$ cat src/stb_pkg.sv
// Shared types and constants for the square transposition buffer.
// No dependencies; every other file of the block but stb_ram imports this package.
package stb_pkg;

    localparam int unsigned BYTE_W = 8;
    localparam int unsigned CFG_W = 4;
    localparam logic [BYTE_W-1:0] BLANK_CELL = 8'h20;

    // Commands from the controller to the datapath
    typedef struct packed {
        logic store;       // input byte transfer: write or drop it
        logic start_emit;  // last byte taken: rewind the column walk
        logic read_first;  // fetch the first cell of the walk
        logic advance;     // cell taken: step the walk and fetch the next
        logic finish;      // final cell taken: clear the message state
    } ctrl_cmd_t;

    // Status from the datapath to the controller
    typedef struct packed {
        logic last_cell;   // cell on the output is the last of the square
    } dp_status_t;

endpackage

$ cat src/square_transposition_buffer.sv
// Top level of the square transposition buffer.
// Depends on stb_pkg, stb_ctrl, stb_datapath (and through it stb_ram).
//
// Message bytes arrive on the slave stream and fill a square of side S row by
// row, S being the side register clamped into 1..MAX_SIDE (zero acts as one).
// Bytes past S*S are dropped and the overflow flag is raised for the message.
// The transfer marked tlast closes the message: the block then sends all S*S
// cells column by column, unfilled cells as spaces, with tlast on the final
// cell and tuser carrying the overflow flag on every cell. The slave stream is
// ready throughout loading. Emission first fetches the first cell from the
// single-port grid RAM in the prime state, then sends one cell per cycle while
// the sink is ready; the one RAM port is shared between writing bytes and
// reading cells. No input is taken while a square is being primed or sent. The
// grid needs no clearing pass after reset: the fill count masks cells not
// written by the current message. Write the side only between messages.
module square_transposition_buffer
    import stb_pkg::*;
#(
    parameter int unsigned MAX_SIDE = 8
) (
    input  logic              clk,
    input  logic              rst_n,
    // configuration: side of the square
    input  logic              cfg_wr_en,
    input  logic [CFG_W-1:0]  cfg_wr_data,
    // message stream in
    input  logic              s_tvalid,
    output logic              s_tready,
    input  logic [BYTE_W-1:0] s_tdata,    // [7:0] msg_byte
    input  logic              s_tlast,    // msg_last
    // transposed stream out
    output logic              m_tvalid,
    input  logic              m_tready,
    output logic [BYTE_W-1:0] m_tdata,    // [7:0] out_byte
    output logic              m_tlast,    // out_last
    output logic              m_tuser     // [0] overflowed
);

    ctrl_cmd_t  cmd;
    dp_status_t status;

    // Sequence load, prime and send; drive both handshakes
    stb_ctrl u_ctrl (
        .clk      (clk),
        .rst_n    (rst_n),
        .s_tvalid (s_tvalid),
        .s_tready (s_tready),
        .s_tlast  (s_tlast),
        .m_tvalid (m_tvalid),
        .m_tready (m_tready),
        .status   (status),
        .cmd      (cmd)
    );

    // Hold the grid, the fill count and the column walk
    stb_datapath #(
        .MAX_SIDE (MAX_SIDE)
    ) u_datapath (
        .clk         (clk),
        .rst_n       (rst_n),
        .cfg_wr_en   (cfg_wr_en),
        .cfg_wr_data (cfg_wr_data),
        .in_byte     (s_tdata),
        .cmd         (cmd),
        .status      (status),
        .out_byte    (m_tdata),
        .out_last    (m_tlast),
        .overflowed  (m_tuser)
    );

endmodule

$ cat src/stb_ram.sv
// Generic single-port RAM with registered read data.
// No dependencies.
module stb_ram #(
    parameter int unsigned WIDTH = 8,
    parameter int unsigned DEPTH = 64
) (
    input  logic                                   clk,
    input  logic                                   we,
    input  logic                                   re,
    input  logic [(DEPTH > 1 ? $clog2(DEPTH) : 1)-1:0] addr,
    input  logic [WIDTH-1:0]                       wdata,
    output logic [WIDTH-1:0]                       rdata
);

    logic [WIDTH-1:0] mem [DEPTH];
    logic [WIDTH-1:0] rdata_reg;

    always_ff @(posedge clk)
    begin
        if (we)
        begin
            mem[addr] <= wdata;
        end
        if (re)
        begin
            rdata_reg <= mem[addr];
        end
    end

    assign rdata = rdata_reg;

endmodule

$ cat src/stb_ctrl.sv
// Controller of the square transposition buffer: load, prime and send phases.
// Depends on stb_pkg for the command and status structs.
module stb_ctrl
    import stb_pkg::*;
(
    input  logic       clk,
    input  logic       rst_n,
    input  logic       s_tvalid,
    output logic       s_tready,
    input  logic       s_tlast,
    output logic       m_tvalid,
    input  logic       m_tready,
    input  dp_status_t status,
    output ctrl_cmd_t  cmd
);

    typedef enum logic [1:0] {
        LOAD,
        PRIME,
        SEND
    } state_t;

    state_t state_reg;
    state_t state_next;
    logic   in_xfer;
    logic   out_xfer;

    assign s_tready = (state_reg == LOAD);
    assign m_tvalid = (state_reg == SEND);
    assign in_xfer  = s_tvalid && s_tready;
    assign out_xfer = m_tvalid && m_tready;

    always_comb
    begin
        cmd.store      = in_xfer;
        cmd.start_emit = in_xfer && s_tlast;
        cmd.read_first = (state_reg == PRIME);
        cmd.advance    = out_xfer && !status.last_cell;
        cmd.finish     = out_xfer && status.last_cell;
    end

    always_comb
    begin
        state_next = state_reg;
        case (state_reg)
            LOAD:
            begin
                if (in_xfer && s_tlast)
                begin
                    state_next = PRIME;
                end
            end
            PRIME:
            begin
                state_next = SEND;
            end
            SEND:
            begin
                if (out_xfer && status.last_cell)
                begin
                    state_next = LOAD;
                end
            end
            default:
            begin
                state_next = LOAD;
            end
        endcase
    end

    always_ff @(posedge clk or negedge rst_n)
    begin
        if (!rst_n)
        begin
            state_reg <= LOAD;
        end
        else
        begin
            state_reg <= state_next;
        end
    end

endmodule

$ cat src/stb_datapath.sv
// Datapath of the square transposition buffer: side register, fill count,
// drop flag, column walk and the grid RAM. Depends on stb_pkg and stb_ram.
module stb_datapath
    import stb_pkg::*;
#(
    parameter int unsigned MAX_SIDE = 8
) (
    input  logic              clk,
    input  logic              rst_n,
    input  logic              cfg_wr_en,
    input  logic [CFG_W-1:0]  cfg_wr_data,
    input  logic [BYTE_W-1:0] in_byte,
    input  ctrl_cmd_t         cmd,
    output dp_status_t        status,
    output logic [BYTE_W-1:0] out_byte,
    output logic              out_last,
    output logic              overflowed
);

    localparam int unsigned CELLS = MAX_SIDE * MAX_SIDE;
    localparam int unsigned SW_RAW = $clog2(MAX_SIDE + 1);
    localparam int unsigned SW = (SW_RAW > CFG_W) ? SW_RAW : CFG_W;
    localparam int unsigned CW = 2 * SW;
    localparam int unsigned FW = $clog2(CELLS + 1);
    localparam int unsigned AW = (CELLS > 1) ? $clog2(CELLS) : 1;
    localparam int unsigned RW = (MAX_SIDE > 1) ? $clog2(MAX_SIDE) : 1;
    localparam logic [SW-1:0] MAX_SIDE_V = SW'(MAX_SIDE);
    localparam logic [SW-1:0] ONE_SIDE = SW'(1);

    logic [SW-1:0]     side_reg;
    logic [FW-1:0]     fill_reg;
    logic              drop_reg;
    logic [RW-1:0]     row_reg;
    logic [RW-1:0]     col_reg;
    logic [AW-1:0]     pos_reg;

    logic [SW-1:0]     eff_side;
    logic [SW-1:0]     side_m1;
    logic [CW-1:0]     cap;
    logic              room;
    logic              row_end;
    logic              col_end;
    logic [AW-1:0]     pos_next;
    logic [CW-1:0]     pos_step;
    logic              ram_we;
    logic              ram_re;
    logic [AW-1:0]     ram_addr;
    logic [BYTE_W-1:0] ram_rdata;
    logic              shown;

    // Clamp the side into 1..MAX_SIDE
    always_comb
    begin
        if (side_reg == '0)
        begin
            eff_side = ONE_SIDE;
        end
        else if (side_reg > MAX_SIDE_V)
        begin
            eff_side = MAX_SIDE_V;
        end
        else
        begin
            eff_side = side_reg;
        end
    end

    assign side_m1 = eff_side - ONE_SIDE;
    assign cap     = CW'(eff_side) * CW'(eff_side);
    assign room    = CW'(fill_reg) < cap;
    assign row_end = SW'(row_reg) == side_m1;
    assign col_end = SW'(col_reg) == side_m1;

    // Step down the column; at its foot move to the top of the next column
    assign pos_step = CW'(pos_reg) + CW'(eff_side);
    always_comb
    begin
        if (row_end)
        begin
            pos_next = AW'(col_reg) + AW'(1);
        end
        else
        begin
            pos_next = pos_step[AW-1:0];
        end
    end

    assign ram_we   = cmd.store && room;
    assign ram_re   = cmd.read_first || cmd.advance;
    always_comb
    begin
        if (cmd.store)
        begin
            ram_addr = fill_reg[AW-1:0];
        end
        else if (cmd.advance)
        begin
            ram_addr = pos_next;
        end
        else
        begin
            ram_addr = pos_reg;
        end
    end

    stb_ram #(
        .WIDTH (BYTE_W),
        .DEPTH (CELLS)
    ) u_grid (
        .clk   (clk),
        .we    (ram_we),
        .re    (ram_re),
        .addr  (ram_addr),
        .wdata (in_byte),
        .rdata (ram_rdata)
    );

    always_ff @(posedge clk or negedge rst_n)
    begin
        if (!rst_n)
        begin
            side_reg <= MAX_SIDE_V;
            fill_reg <= '0;
            drop_reg <= 1'b0;
            row_reg  <= '0;
            col_reg  <= '0;
            pos_reg  <= '0;
        end
        else
        begin
            if (cfg_wr_en)
            begin
                side_reg <= SW'(cfg_wr_data);
            end
            if (cmd.store)
            begin
                if (room)
                begin
                    fill_reg <= fill_reg + FW'(1);
                end
                else
                begin
                    drop_reg <= 1'b1;
                end
            end
            if (cmd.start_emit)
            begin
                row_reg <= '0;
                col_reg <= '0;
                pos_reg <= '0;
            end
            else if (cmd.advance)
            begin
                pos_reg <= pos_next;
                if (row_end)
                begin
                    row_reg <= '0;
                    col_reg <= col_reg + RW'(1);
                end
                else
                begin
                    row_reg <= row_reg + RW'(1);
                end
            end
            if (cmd.finish)
            begin
                fill_reg <= '0;
                drop_reg <= 1'b0;
            end
        end
    end

    // A cell past the bytes of this message shows as a space
    assign shown            = FW'(pos_reg) < fill_reg;
    assign out_byte         = shown ? ram_rdata : BLANK_CELL;
    assign out_last         = row_end && col_end;
    assign overflowed       = drop_reg;
    assign status.last_cell = row_end && col_end;

endmodule

$ cat config.mk
export PLATFORM = sky130hd
export DESIGN_NAME = square_transposition_buffer
export DESIGN_NICKNAME = d
export VERILOG_FILES = /design/src/stb_pkg.sv /design/src/square_transposition_buffer.sv /design/src/stb_ram.sv /design/src/stb_ctrl.sv /design/src/stb_datapath.sv
export SDC_FILE = /design/constraint.sdc
export NUM_CORES = 1
export LEC_CHECK = 0
export ABC_AREA = 1
export BUFFER_PORTS_ARGS = -buffer_cell sky130_fd_sc_hd__buf_2
export CORE_MARGIN = 10
export CORE_UTILIZATION = 50
export CTS_BUF_LIST = sky130_fd_sc_hd__clkbuf_2 sky130_fd_sc_hd__clkbuf_4 sky130_fd_sc_hd__clkbuf_8
export DETAILED_ROUTE_END_ITERATION = 10
export GPL_TIMING_DRIVEN = 0
export PLACE_DENSITY = 0.68
export SYNTH_ARGS = -nofsm -noshare
export SYNTH_HDL_FRONTEND = slang
export SYNTH_SLANG_ARGS = --single-unit
$ cat constraint.sdc
create_clock -name clk -period 3.7 [get_ports clk]
set_clock_uncertainty 0.1 [all_clocks]
set_input_delay 0.555 -clock clk [delete_from_list [all_inputs] [get_ports clk]]
set_output_delay 0.555 -clock clk [all_outputs]
set_load 0.05 [all_outputs]
Word level (Yosys, flattened, before mapping)
Memories as Yosys holds them, arrays and structs flattened. A register that Yosys moved wholly into a read port is not among the register bits.
Cells that the tools add are included.
{ "op_classes": {"addsub": 6, "muxes": 24, "magnitude_cmp": 3, "multipliers": 1, "reduce_logical": 19, "n_eq_ne": 7} }
{ "ops": {"columns": ["op", "n"], "rows": [
  ["two-way mux 6 bit", 4],
  ["two-way mux 7 bit", 3],
  ["two-way mux 3 bit", 6],
  ["== test 3 x 4 -> 1 bit", 2],
  ["< comparator 7 x 8 -> 1 bit", 1],
  ["multiplier 4 x 4 -> 8 bit", 1],
  ["two-way mux 4 bit", 2],
  ["two-way mux 8 bit", 1],
  ["AND reduction 2 bit", 4],
  ["nonzero test 2 bit", 4],
  ["adder 7 x 1 -> 7 bit (second input constant)", 1],
  ["logical AND 1 bit", 7],
  ["< comparator 6 x 7 -> 1 bit", 1],
  ["adder 3 x 1 -> 3 bit (second input constant)", 2],
  ["adder 6 x 4 -> 6 bit", 1],
  ["inequality test 2 bit (second input constant)", 3],
  ["one-hot mux 2 bit (3 select lines)", 1],
  ["two-way mux 1 bit", 5],
  ["adder 3 x 1 -> 4 bit (second input constant)", 1],
  ["greater-than comparator 4 bit (second input constant)", 1],
  ["logical NOT 4 bit", 1],
  ["two-way mux 2 bit", 2],
  ["subtractor 4 x 1 -> 4 bit (second input constant)", 1],
  ["== test 2 x 1 -> 1 bit (second input constant)", 1],
  ["other kinds (4)", 4]
]} }
{ "word_totals": {"register_bits": 26, "memories": 1, "out_inout_bits": 12, "ram_bits": 512, "wordCells": 68} }
{ "mem_list": {"columns": ["name", "words", "width", "rd", "rd_clocked_by_memory_dff", "write_ports", "line_no", "source"], "rows": [
  ["u_datapath.u_grid.mem", 64, 8, 1, 1, 1, "stb_ram.sv:15", "logic [WIDTH-1:0] mem [DEPTH];"]
]} }

Logic depth before layout (Yosys ltp)
Gate-level depths: netlist of run 1.
{ "depth": {"depth_word": 10, "mapped_depth": 26} }

By module
Synthesis of run 1 repeated with hierarchy kept, for this count alone.
{ "hier_totals": {"cells_unflattened": 2465, "hier_area_um2": 24325.8} }
{ "by_module_without_submodules": {"columns": ["module", "cells_each", "area_per_inst_um2", "seq_area_each_um2", "n_inst"], "rows": [
  ["stb_ram", 2167, 22125.0, 15615.0, 1],
  ["stb_datapath", 280, 2064.5, 601.8, 1],
  ["stb_ctrl", 18, 136.4, 50.0, 1]
]} }

Worst setup path after synthesis of run 1
Ideal clock, no wire load.
{ "synth_timing": {"path_kind": "register -> register", "from": "register u_datapath.side_reg[1]", "to": "memory u_datapath.u_grid.mem[56][0], enable pin", "slack_ns": -0.484, "setup_ns": 0.370, "path_stages_with_launch": 18, "arrival_time_ns": 3.714, "path_buffers": 1, "period_less_slack_ns": 4.184, "path_cell_list": "dfrtp_1 > nor2_1 > nand2_1 > a21oi_1 > inv_1 > ha_1 > xor2_1 > nand3_4 > nor2_2 > nor2_2 > buf_6 > o21ai_1 > o22ai_1 > o21ai_4 > inv_2 > nor2_4 > inv_2 > nor2_1"} }
{ "synth_via": {"elab_chain_cells": 10, "elab_cells_between_ends": 19, "classes_between": "2 x add/sub; 1 x mul; 2 x order compare; 2 x eq/ne; 7 x mux; 5 x reduce/logical"} }
{ "synth_lines": {"columns": ["item", "line_no", "source"], "rows": [
  ["start: declaration", "stb_datapath.sv:30", "logic [SW-1:0] side_reg;"],
  ["start signal: assignment", "stb_datapath.sv:133", "side_reg <= SW'(cfg_wr_data);"],
  ["greater-than comparator 4 bit", "stb_datapath.sv:58", "else if (side_reg > MAX_SIDE_V)"],
  ["two-way mux 4 bit", "stb_datapath.sv:58", null],
  ["two-way mux 4 bit *", "stb_datapath.sv:54", "if (side_reg == '0)"],
  ["subtractor 4 x 1 -> 4 bit *", "stb_datapath.sv:68", "assign side_m1 = eff_side - ONE_SIDE;"],
  ["== test 3 x 4 -> 1 bit (on tied branches)", "stb_datapath.sv:71, stb_datapath.sv:72", null],
  ["logical AND 1 bit *", null, null],
  ["net m_tlast", "square_transposition_buffer.sv:35", "output logic m_tlast,"],
  ["logical NOT 1 bit *", "stb_ctrl.sv:38", "cmd.advance = out_xfer && !status.last_cell;"],
  ["logical AND 1 bit *", "stb_ctrl.sv:38", null],
  ["two-way mux 6 bit *", null, null],
  ["two-way mux 6 bit *", "stb_datapath.sv:92", "if (cmd.store)"],
  ["end: declaration", "stb_ram.sv:15", null]
]} }
Mark *: on every way through the listed nets, which the timed path passes. The rest lies on a longest branch.

Final worst setup path of run 1
{ "layout_timing": {"from": "register u_datapath.side_reg[1]", "to": "register u_datapath.u_grid.rdata_reg[5], in the netlist u_datapath.u_grid.rdata[5] (read register of u_datapath.u_grid.mem), data pin"} }
{ "layout_via": {"elab_chain_cells": 10, "elab_cells_between_ends": 15, "classes_between": "2 x add/sub; 1 x order compare; 2 x eq/ne; 5 x mux; 5 x reduce/logical"} }
{ "layout_lines": {"columns": ["item", "line_no", "source"], "rows": [
  ["greater-than comparator 4 bit", "stb_datapath.sv:58", null],
  ["two-way mux 4 bit", "stb_datapath.sv:58", null],
  ["two-way mux 4 bit *", "stb_datapath.sv:54", null],
  ["subtractor 4 x 1 -> 4 bit", "stb_datapath.sv:68", null],
  ["== test 3 x 4 -> 1 bit (on tied branches)", "stb_datapath.sv:71, stb_datapath.sv:72", null],
  ["logical AND 1 bit", "stb_datapath.sv:178", "assign status.last_cell = row_end && col_end;"],
  ["logical NOT 1 bit", "stb_ctrl.sv:38", null],
  ["logical AND 1 bit", "stb_ctrl.sv:38", null],
  ["two-way mux 6 bit", null, null],
  ["two-way mux 6 bit", "stb_datapath.sv:92", null],
  ["end: declaration", "stb_ram.sv:16", "logic [WIDTH-1:0] rdata_reg;"]
]} }
Every way passes the cells marked *; elsewhere a longest branch is shown, timed or not.
A chain may end at the register's enable or synchronous reset.

==> results of run 1 <==
==> worst max-delay path by stage <==
stage	startpoint	endpoint
floorplan	u_datapath.side_reg[1]$_DFFE_PN0P_	u_datapath.u_grid.mem[24][0]$_DFFE_PP_
global placement	u_datapath.side_reg[1]$_DFFE_PN0P_	u_datapath.u_grid.mem[58][5]$_DFFE_PP_
CTS	u_datapath.side_reg[3]$_DFFE_PN1P_	u_datapath.u_grid.rdata[3]$_DFFE_PP_
finish	u_datapath.side_reg[1]$_DFFE_PN0P_	u_datapath.u_grid.rdata[5]$_DFFE_PP_
detailed placement	u_datapath.side_reg[2]$_DFFE_PN0P_	u_datapath.u_grid.mem[58][5]$_DFFE_PP_
global route	u_datapath.side_reg[1]$_DFFE_PN0P_	u_datapath.u_grid.rdata[5]$_DFFE_PP_
==> per-layer routing <==
metal  part of all wire  routed length, um  global-route usage  up-vias
li1                   -                  -                   -     8457
met1               0.39              26800               0.288     8562
met2               0.47              32400               0.365      904
met3              0.092               6310              0.0469      185
met4              0.044               2990              0.0948        2
met5            0.00018                 12                   0        -
==> critical path, delay by kind of cell, from the launching register on <==
kind / cells / cell delay (ns)
xor+xnor: 1 / 0.17
fa+ha+maj: 1 / 0.30
flops: 1 / 0.40
simple gates: 14 / 1.51
buf+inv: 6 / 0.80
compound gates: 2 / 0.32
==> Yosys cell counts (3+ instances only) <==
library cell	count
nor2_2	5
nand2_2	6
o21ai_1	46
inv_1	566
xnor2_1	3
buf_4	12
nand2_1	748
ha_1	22
nor2_1	116
nor2_4	6
nor3_1	3
clkbuf_1	9
a21oi_1	15
o22ai_1	4
buf_2	48
nor3b_1	3
buf_6	16
o21ai_0	14
nand3_1	280
inv_2	7
dfrtp_1	25
xor2_1	6
nand4_1	27
edfxtp_1	520
==> timing repair <==
| action | CTS | global route |
|---|---|---|
| resized for setup | 169 | 158 |
| hold buffers | 6 | 0 |
| pin swaps | 91 | 67 |
| setup buffers | 71 | 31 |
| setup endpoints to repair | 530 | 524 |
| gates cloned | 1 | 3 |
| hold endpoints to repair | 29 | 0 |
==> through the flow <==
stage	cell area (um2)	std cells	worst slack (ns)	utilization	hold slack [ns]
floorplan	25200	2523	-0.163	-	0.159
global placement	26200	3216	-1.64	0.535	0.393
detailed placement	26200	3216	-1.72	0.535	0.409
CTS	29500	3446	-0.159	0.602	0.00607
global route	30400	3480	-0.312	0.620	0.0529
finish	30400	3480	-0.212	0.620	0.0478
==> power groups by stage <==
stage          Combinational [W]  Sequential, W  Clock, W
2_1_floorplan            0.00567        0.00734         0
3_3_place_gp             0.00864        0.00737         0
3_5_place_dp             0.00881        0.00738         0
4_1_cts                   0.0101        0.00725   0.00531
5_1_grt                   0.0122        0.00728   0.00559
6_report                  0.0115        0.00726   0.00526
==> layout make-up <==
class	instances	area share
flip-flops and latches	546	0.535
inverters	573	0.0714
diodes	1	0.0000823
multi-input cells	1317	0.231
plain buffers	85	0.0321
clock inverters	39	0.0107
repair buffers	141	0.0461
well taps	664	0.0273
clock buffers	114	0.0466
==> cell families after synthesis <==
| logic type | synth area share |
|---|---|
| XOR/XNOR | 0.00317 |
| buffers and inverters | 0.109 |
| adder cells (fa/ha/maj) | 0.0127 |
| AND/OR/NAND/NOR | 0.202 |
| flip-flops | 0.654 |
| other | 0.000151 |
| AO/OA/AOI/OAI | 0.0183 |
==> flow_summary.yaml, run 1 <==
logic_synthesis:
  yosysUniqueCellTypes: 37
  synth_area_leader_cell: "edfxtp_1"
  syn_nets: 2565
  avgSynthCellArea_um2: 9.85
  yosys_warnings: 0
  netlist.area_leader.share: 0.628
  synth_ff_type: "edfxtp_1"
  syn_inst: 2523
  seq_area_frac_synth: 0.654
  synth.area.top_cells: "edfxtp_1 63%, nand2_1 11%, inv_1 8.5%"
  synthArstFlopShare: 0.0476
  synth-seq-cells: 546
  syn_area_mm2: 0.0249
  synth_edf_count: 520
run_status:
  status: "complete, but fails checks"
  violations: "setup timing"
global_routing:
  grt_pass1_wl_um: 101000
  grt_util_all_layers: 0.225
  grt_max_degree: 65
  grt_overflow: 0
  antenna_found_initial: 2
  grt_pass1_vias: 17300
finish:
  largest_reg_flops: 512
  layout_common_cells: "703 x nand2_1, 556 x inv_1, 520 x edfxtp_1"
  final_common_cell: "nand2_1"
  fillCellCount: 3883
  regArea_mm2: 0.0163
  nets: 2795
  multi_input_area_mm2: 0.00703
  syn_to_final_growth_pct: 22.4
  drive_gt1_frac: 0.198
drt:
  drt_wl_total_um: 68600
  vias: 18100
  viasPerCell: 5.20
  drtPass1Iterations: 6
  ant_nets: 0
  drt-initial-drc-count: 1988
  remaining_drc_errors: 0
  wl_per_cell_um: 19.7
floorplan:
  start_util: 0.507
  rows: 81
  die_h_um: 243
  fp.dieArea_mm2: 0.0590
  coreArea_mm2: 0.0491
  die_w_um: 243
  pin_count: 30
power:
  totalPowerFinal_w: 0.0240
  vdd_drop_max_v: 0.000433
  sw_frac_of_total: 0.426
  leakagePower_nw: 13.3
  pwr_density_cell_mw_per_mm2: 789
  comb_power_share: 0.479
  net-switching-power_w: 0.0102
  internal_power_w: 0.0138
  clock_power_share: 0.219
  seq_power_share: 0.302
critical_path:
  regToRegSetupSlack_ns: -0.21
  cp_max_fo: 10
  slowest_delay_ns: 0.40
  start_kind: "flop"
  cp.arrival_ns: 4.23
  path_class: "reg2reg"
  regToRegStartpoint: "u_datapath.side_reg[1]$_DFFE_PN0P_"
  end_kind: "flop"
  worstRegToRegCells: 24
  critPathMostFrequentCell: "nand2_1"
  r2r-end: "u_datapath.u_grid.rdata[5]$_DFFE_PP_"
  critPathRequiredTime_ns: 4.02
  crit_chain: "nor2_2 -> nand2_2 -> a21oi_4 -> inv_2 -> ha_4 -> xor2_4 -> buf_6 -> nand3_4 -> nor2_4 -> nor2_4 -> buf_8 -> nand2_4 -> nand3_4 -> nand2_8 -> buf_12 -> buf_4 -> buf_6 -> nand2_1 -> nand3_1 -> nand2_1 -> o21ai_1 -> nand2_1 -> nor2_4 -> nand2_1"
  slowest_stage: "dfrtp_1"
clock_network:
  cts_num_sinks: 546
  clk_latency_ns: 0.68
  path_clk_slew_ns: 0.06
  cts_tree: "yes"
  clock_path_buffers: 3
  cts-root-buf: "clkbuf_8"
  h-tree-depth: 3
  cts_buffers: 89
timing:
  setup_viol: 512
  drv_slew: 0
  rsz0062_at_grt: "yes"
  worstMarginPinSlew_ns: 1.43
  tns_ns: -44.73
  fin_crit_ns: 3.91
  fmax_mhz: 256
  relSlewSlack: 0.0478
  setup_ws_ns: -0.212
  hold_violations: 0
  post-route-period-util: 1.06
placement:
  io_buffers: 29
  gp_congestion: 0.912
  dp_hpwl_um: 42400
run:
  maxCapViolCount: 0
hold_path:
  hold_end: "u_datapath.side_reg[2]$_DFFE_PN0P_"
  hold_class: "in2reg"
  holdPathStages: 2
  worstHoldStart: "cfg_wr_en"
No activity file was read; power rests on OpenSTA's default activity.
==> run 2: changes to the inputs <==
Settings changed: CORE_MARGIN 10 to unset, CORE_UTILIZATION 50 to 45, PLACE_DENSITY 0.68 to unset, SLEW_MARGIN set to 20.
==> run 2 against run 1 <==
  * The flow still finishes with violations (setup timing)
  * Hold slack gained 0.022 ns
  * Design area rose by 2.6%
  * Maximum frequency shrank 0.80%
  * Sequential share of layout area down 1.3 points
  * First-iteration DRC count decreased by 21%
  * Wire length rose by 2.3%
  * Global-route usage up 2.7 points
  * Die area shrank 4.8%
  * Critical path type unchanged
  * Combinational power grew 3%
==> flow_summary.yaml, run 2 (synthesis results as in run 1) <==
run_status:
  status: "complete, but fails checks"
  violations: "setup timing"
finish:
  syn_to_final_growth_pct: 25.6
  largest_reg_flops: 512
  drive_gt1_frac: 0.215
  regArea_mm2: 0.0163
  instances_no_fill: 3565
  fillCellCount: 4561
  final_common_cell: "nand2_1"
  nets: 2833
  multi_input_area_mm2: 0.00717
  layout_common_cells: "705 x nand2_1, 555 x inv_1, 520 x edfxtp_1"
placement:
  dp_hpwl_um: 43700
  dp.cells: 3251
  gp_congestion: 0.905
  io_buffers: 29
  pre_cts_ws_ns: -1.80
clock_network:
  path_clk_slew_ns: 0.06
  clock_path_buffers: 3
  h-tree-depth: 3
  cts_buffers: 92
  cts-root-buf: "clkbuf_8"
  cts_num_sinks: 546
  cts_tree: "yes"
  clk_latency_ns: 0.68
power:
  internal_power_w: 0.0139
  vdd_drop_max_v: 0.000446
  leakagePower_nw: 13.6
  totalPowerFinal_w: 0.0243
  sw_frac_of_total: 0.429
  clock_power_share: 0.214
  pwr_density_cell_mw_per_mm2: 780
  comb_power_share: 0.487
  net-switching-power_w: 0.0104
  seq_power_share: 0.298
floorplan:
  die_h_um: 237
  pin_count: 30
  fp.dieArea_mm2: 0.0562
  coreArea_mm2: 0.0542
  rows: 85
  start_util: 0.458
  die_w_um: 237
timing:
  relSlewSlack: 0.438
  hold_violations: 0
  rsz0062_at_grt: "yes"
  setup_ws_ns: -0.244
  worstMarginPinSlew_ns: 0.843
  drv_slew: 0
  setup_viol: 497
  fmax_mhz: 254
  post-route-period-util: 1.07
  fin_crit_ns: 3.94
drt:
  drt-initial-drc-count: 1578
  wl_per_cell_um: 19.7
  ant_nets: 0
  vias: 17900
  remaining_drc_errors: 0
  drt_wl_total_um: 70200
  viasPerCell: 5.03
  drtPass1Iterations: 5
global_routing:
  grt_pass1_wl_um: 103000
  grt_pass1_vias: 17300
  grt_util_all_layers: 0.251
  grt_max_degree: 65
  busiest_layer: "met2"
  grt_use_met2: 0.394
  grt_use_met3: 0.0542
  antenna_found_initial: 2
  grt_overflow: 0
  grtUsageMet1: 0.338
critical_path:
  end_kind: "flop"
  start_kind: "flop"
  critPathRequiredTime_ns: 4.01
  slowest_stage: "dfstp_2"
  r2r-end: "u_datapath.u_grid.rdata[3]$_DFFE_PP_"
  worstRegToRegCells: 24
  cp_max_fo: 7
  regToRegSetupSlack_ns: -0.24
  cp.arrival_ns: 4.26
  slowest_delay_ns: 0.61
  path_class: "reg2reg"
  regToRegStartpoint: "u_datapath.side_reg[3]$_DFFE_PN1P_"
  critPathMostFrequentCell: "nand2_1"
  crit_chain: "clkinv_4 -> nand2_4 -> nand2_4 -> inv_4 -> ha_4 -> xor2_4 -> buf_6 -> nand3_4 -> nor2_4 -> nor2_4 -> buf_6 -> nand2_2 -> nand3_4 -> nand2_8 -> buf_12 -> buf_12 -> buf_4 -> nand2_1 -> nand3_1 -> nand4_1 -> nand2_1 -> nand2_1 -> nor2_4 -> nand2_1"
hold_path:
  worstHoldStart: "cfg_wr_en"
  hold_end: "u_datapath.side_reg[2]$_DFFE_PN0P_"
  hold_class: "in2reg"
  holdPathStages: 2
run:
  maxCapViolCount: 0
==> run 2: changes by cell type in the layout (fill, tap and decap cells not counted), moves of 4 or more <==
cell	delta
clkbuf_4	+9
ha_1	-4
clkbuf_8	+5
bufinv_16	-4
buf_12	+14
nand2_4	-8
nand3_1	-4
nand2_8	+4
inv_2	-5
nor2_1	-4
clkinv_1	+9
buf_4	+18
nor2_4	+4
==> run 2: worst max-delay path by stage <==
stage	cells past startpoint	slack [ns]	end	start
floorplan	17	-0.16	u_datapath.u_grid.mem[24][0]$_DFFE_PP_	u_datapath.side_reg[1]$_DFFE_PN0P_
global placement	18	-1.80	u_datapath.u_grid.mem[38][3]$_DFFE_PP_	u_datapath.side_reg[1]$_DFFE_PN0P_
detailed placement	18	-1.80	u_datapath.u_grid.mem[38][7]$_DFFE_PP_	u_datapath.side_reg[2]$_DFFE_PN0P_
CTS	27	-0.19	u_datapath.u_grid.rdata[5]$_DFFE_PP_	u_datapath.side_reg[3]$_DFFE_PN1P_
global route	24	-0.39	u_datapath.u_grid.rdata[3]$_DFFE_PP_	u_datapath.side_reg[3]$_DFFE_PN1P_
finish	24	-0.24	u_datapath.u_grid.rdata[3]$_DFFE_PP_	u_datapath.side_reg[3]$_DFFE_PN1P_
==> run 2: area by class of cell <==
| type | instances | share of cell area |
|---|---|---|
| Multi-Input combinational cell | 1317 | 0.230 |
| Tap cell | 696 | 0.0279 |
| Inverter | 573 | 0.0702 |
| Clock inverter | 42 | 0.00698 |
| Buffer | 87 | 0.0308 |
| Clock buffer | 128 | 0.0498 |
| Timing Repair Buffer | 174 | 0.0629 |
| Antenna cell | 2 | 0.000160 |
| Sequential cell | 546 | 0.521 |
==> run 2: per-layer routing <==
layer | up-vias | share of wire
li1 | 8555 | -
met4 | 0 | 0.034
met5 | - | 0
met2 | 731 | 0.46
met1 | 8494 | 0.42
met3 | 146 | 0.085
==> run 2: power by group through the flow <==
stage | clock (W) | combinational, W | sequential, W
finish | 0.00522 | 0.0119 | 0.00726
global route | 0.00557 | 0.0126 | 0.00728
CTS | 0.00529 | 0.0107 | 0.00725
detailed placement | 0 | 0.00895 | 0.00738
global placement | 0 | 0.00884 | 0.00737
floorplan | 0 | 0.00567 | 0.00734
==> run 2: critical path, delay by kind of cell (launching register included) <==
kind                       cells  cell delay, ns
xor gates and xnor gates       1            0.16
adders and majority gates      1            0.22
and+or+nand+nor               15            1.61
buffers and inverters          7            0.93
DFF                            1            0.61
==> run 2: what timing repair did <==
action / CTS / global route
endpoints found under the setup margin: 525 / 524
buffers inserted: 89 / 40
pin swaps: 97 / 70
hold buffers: 6 / 0
gates resized for setup: 223 / 145
hold endpoints to repair: 29 / 0
cloned: 2 / 5
==> run 2: through the flow <==
step / cell area (um2) / hold slack (ns) / TNS (ns) / util
2_1_floorplan: 25200 / 0.159 / -26.58 / -
3_3_place_gp: 26300 / 0.407 / -694.47 / 0.484
3_5_place_dp: 26400 / 0.412 / -704.57 / 0.486
4_1_cts: 30100 / 0.0119 / -46.87 / 0.555
5_1_grt: 31200 / 0.0453 / -108.91 / 0.575
6_report: 31200 / 0.0694 / -42.30 / 0.575
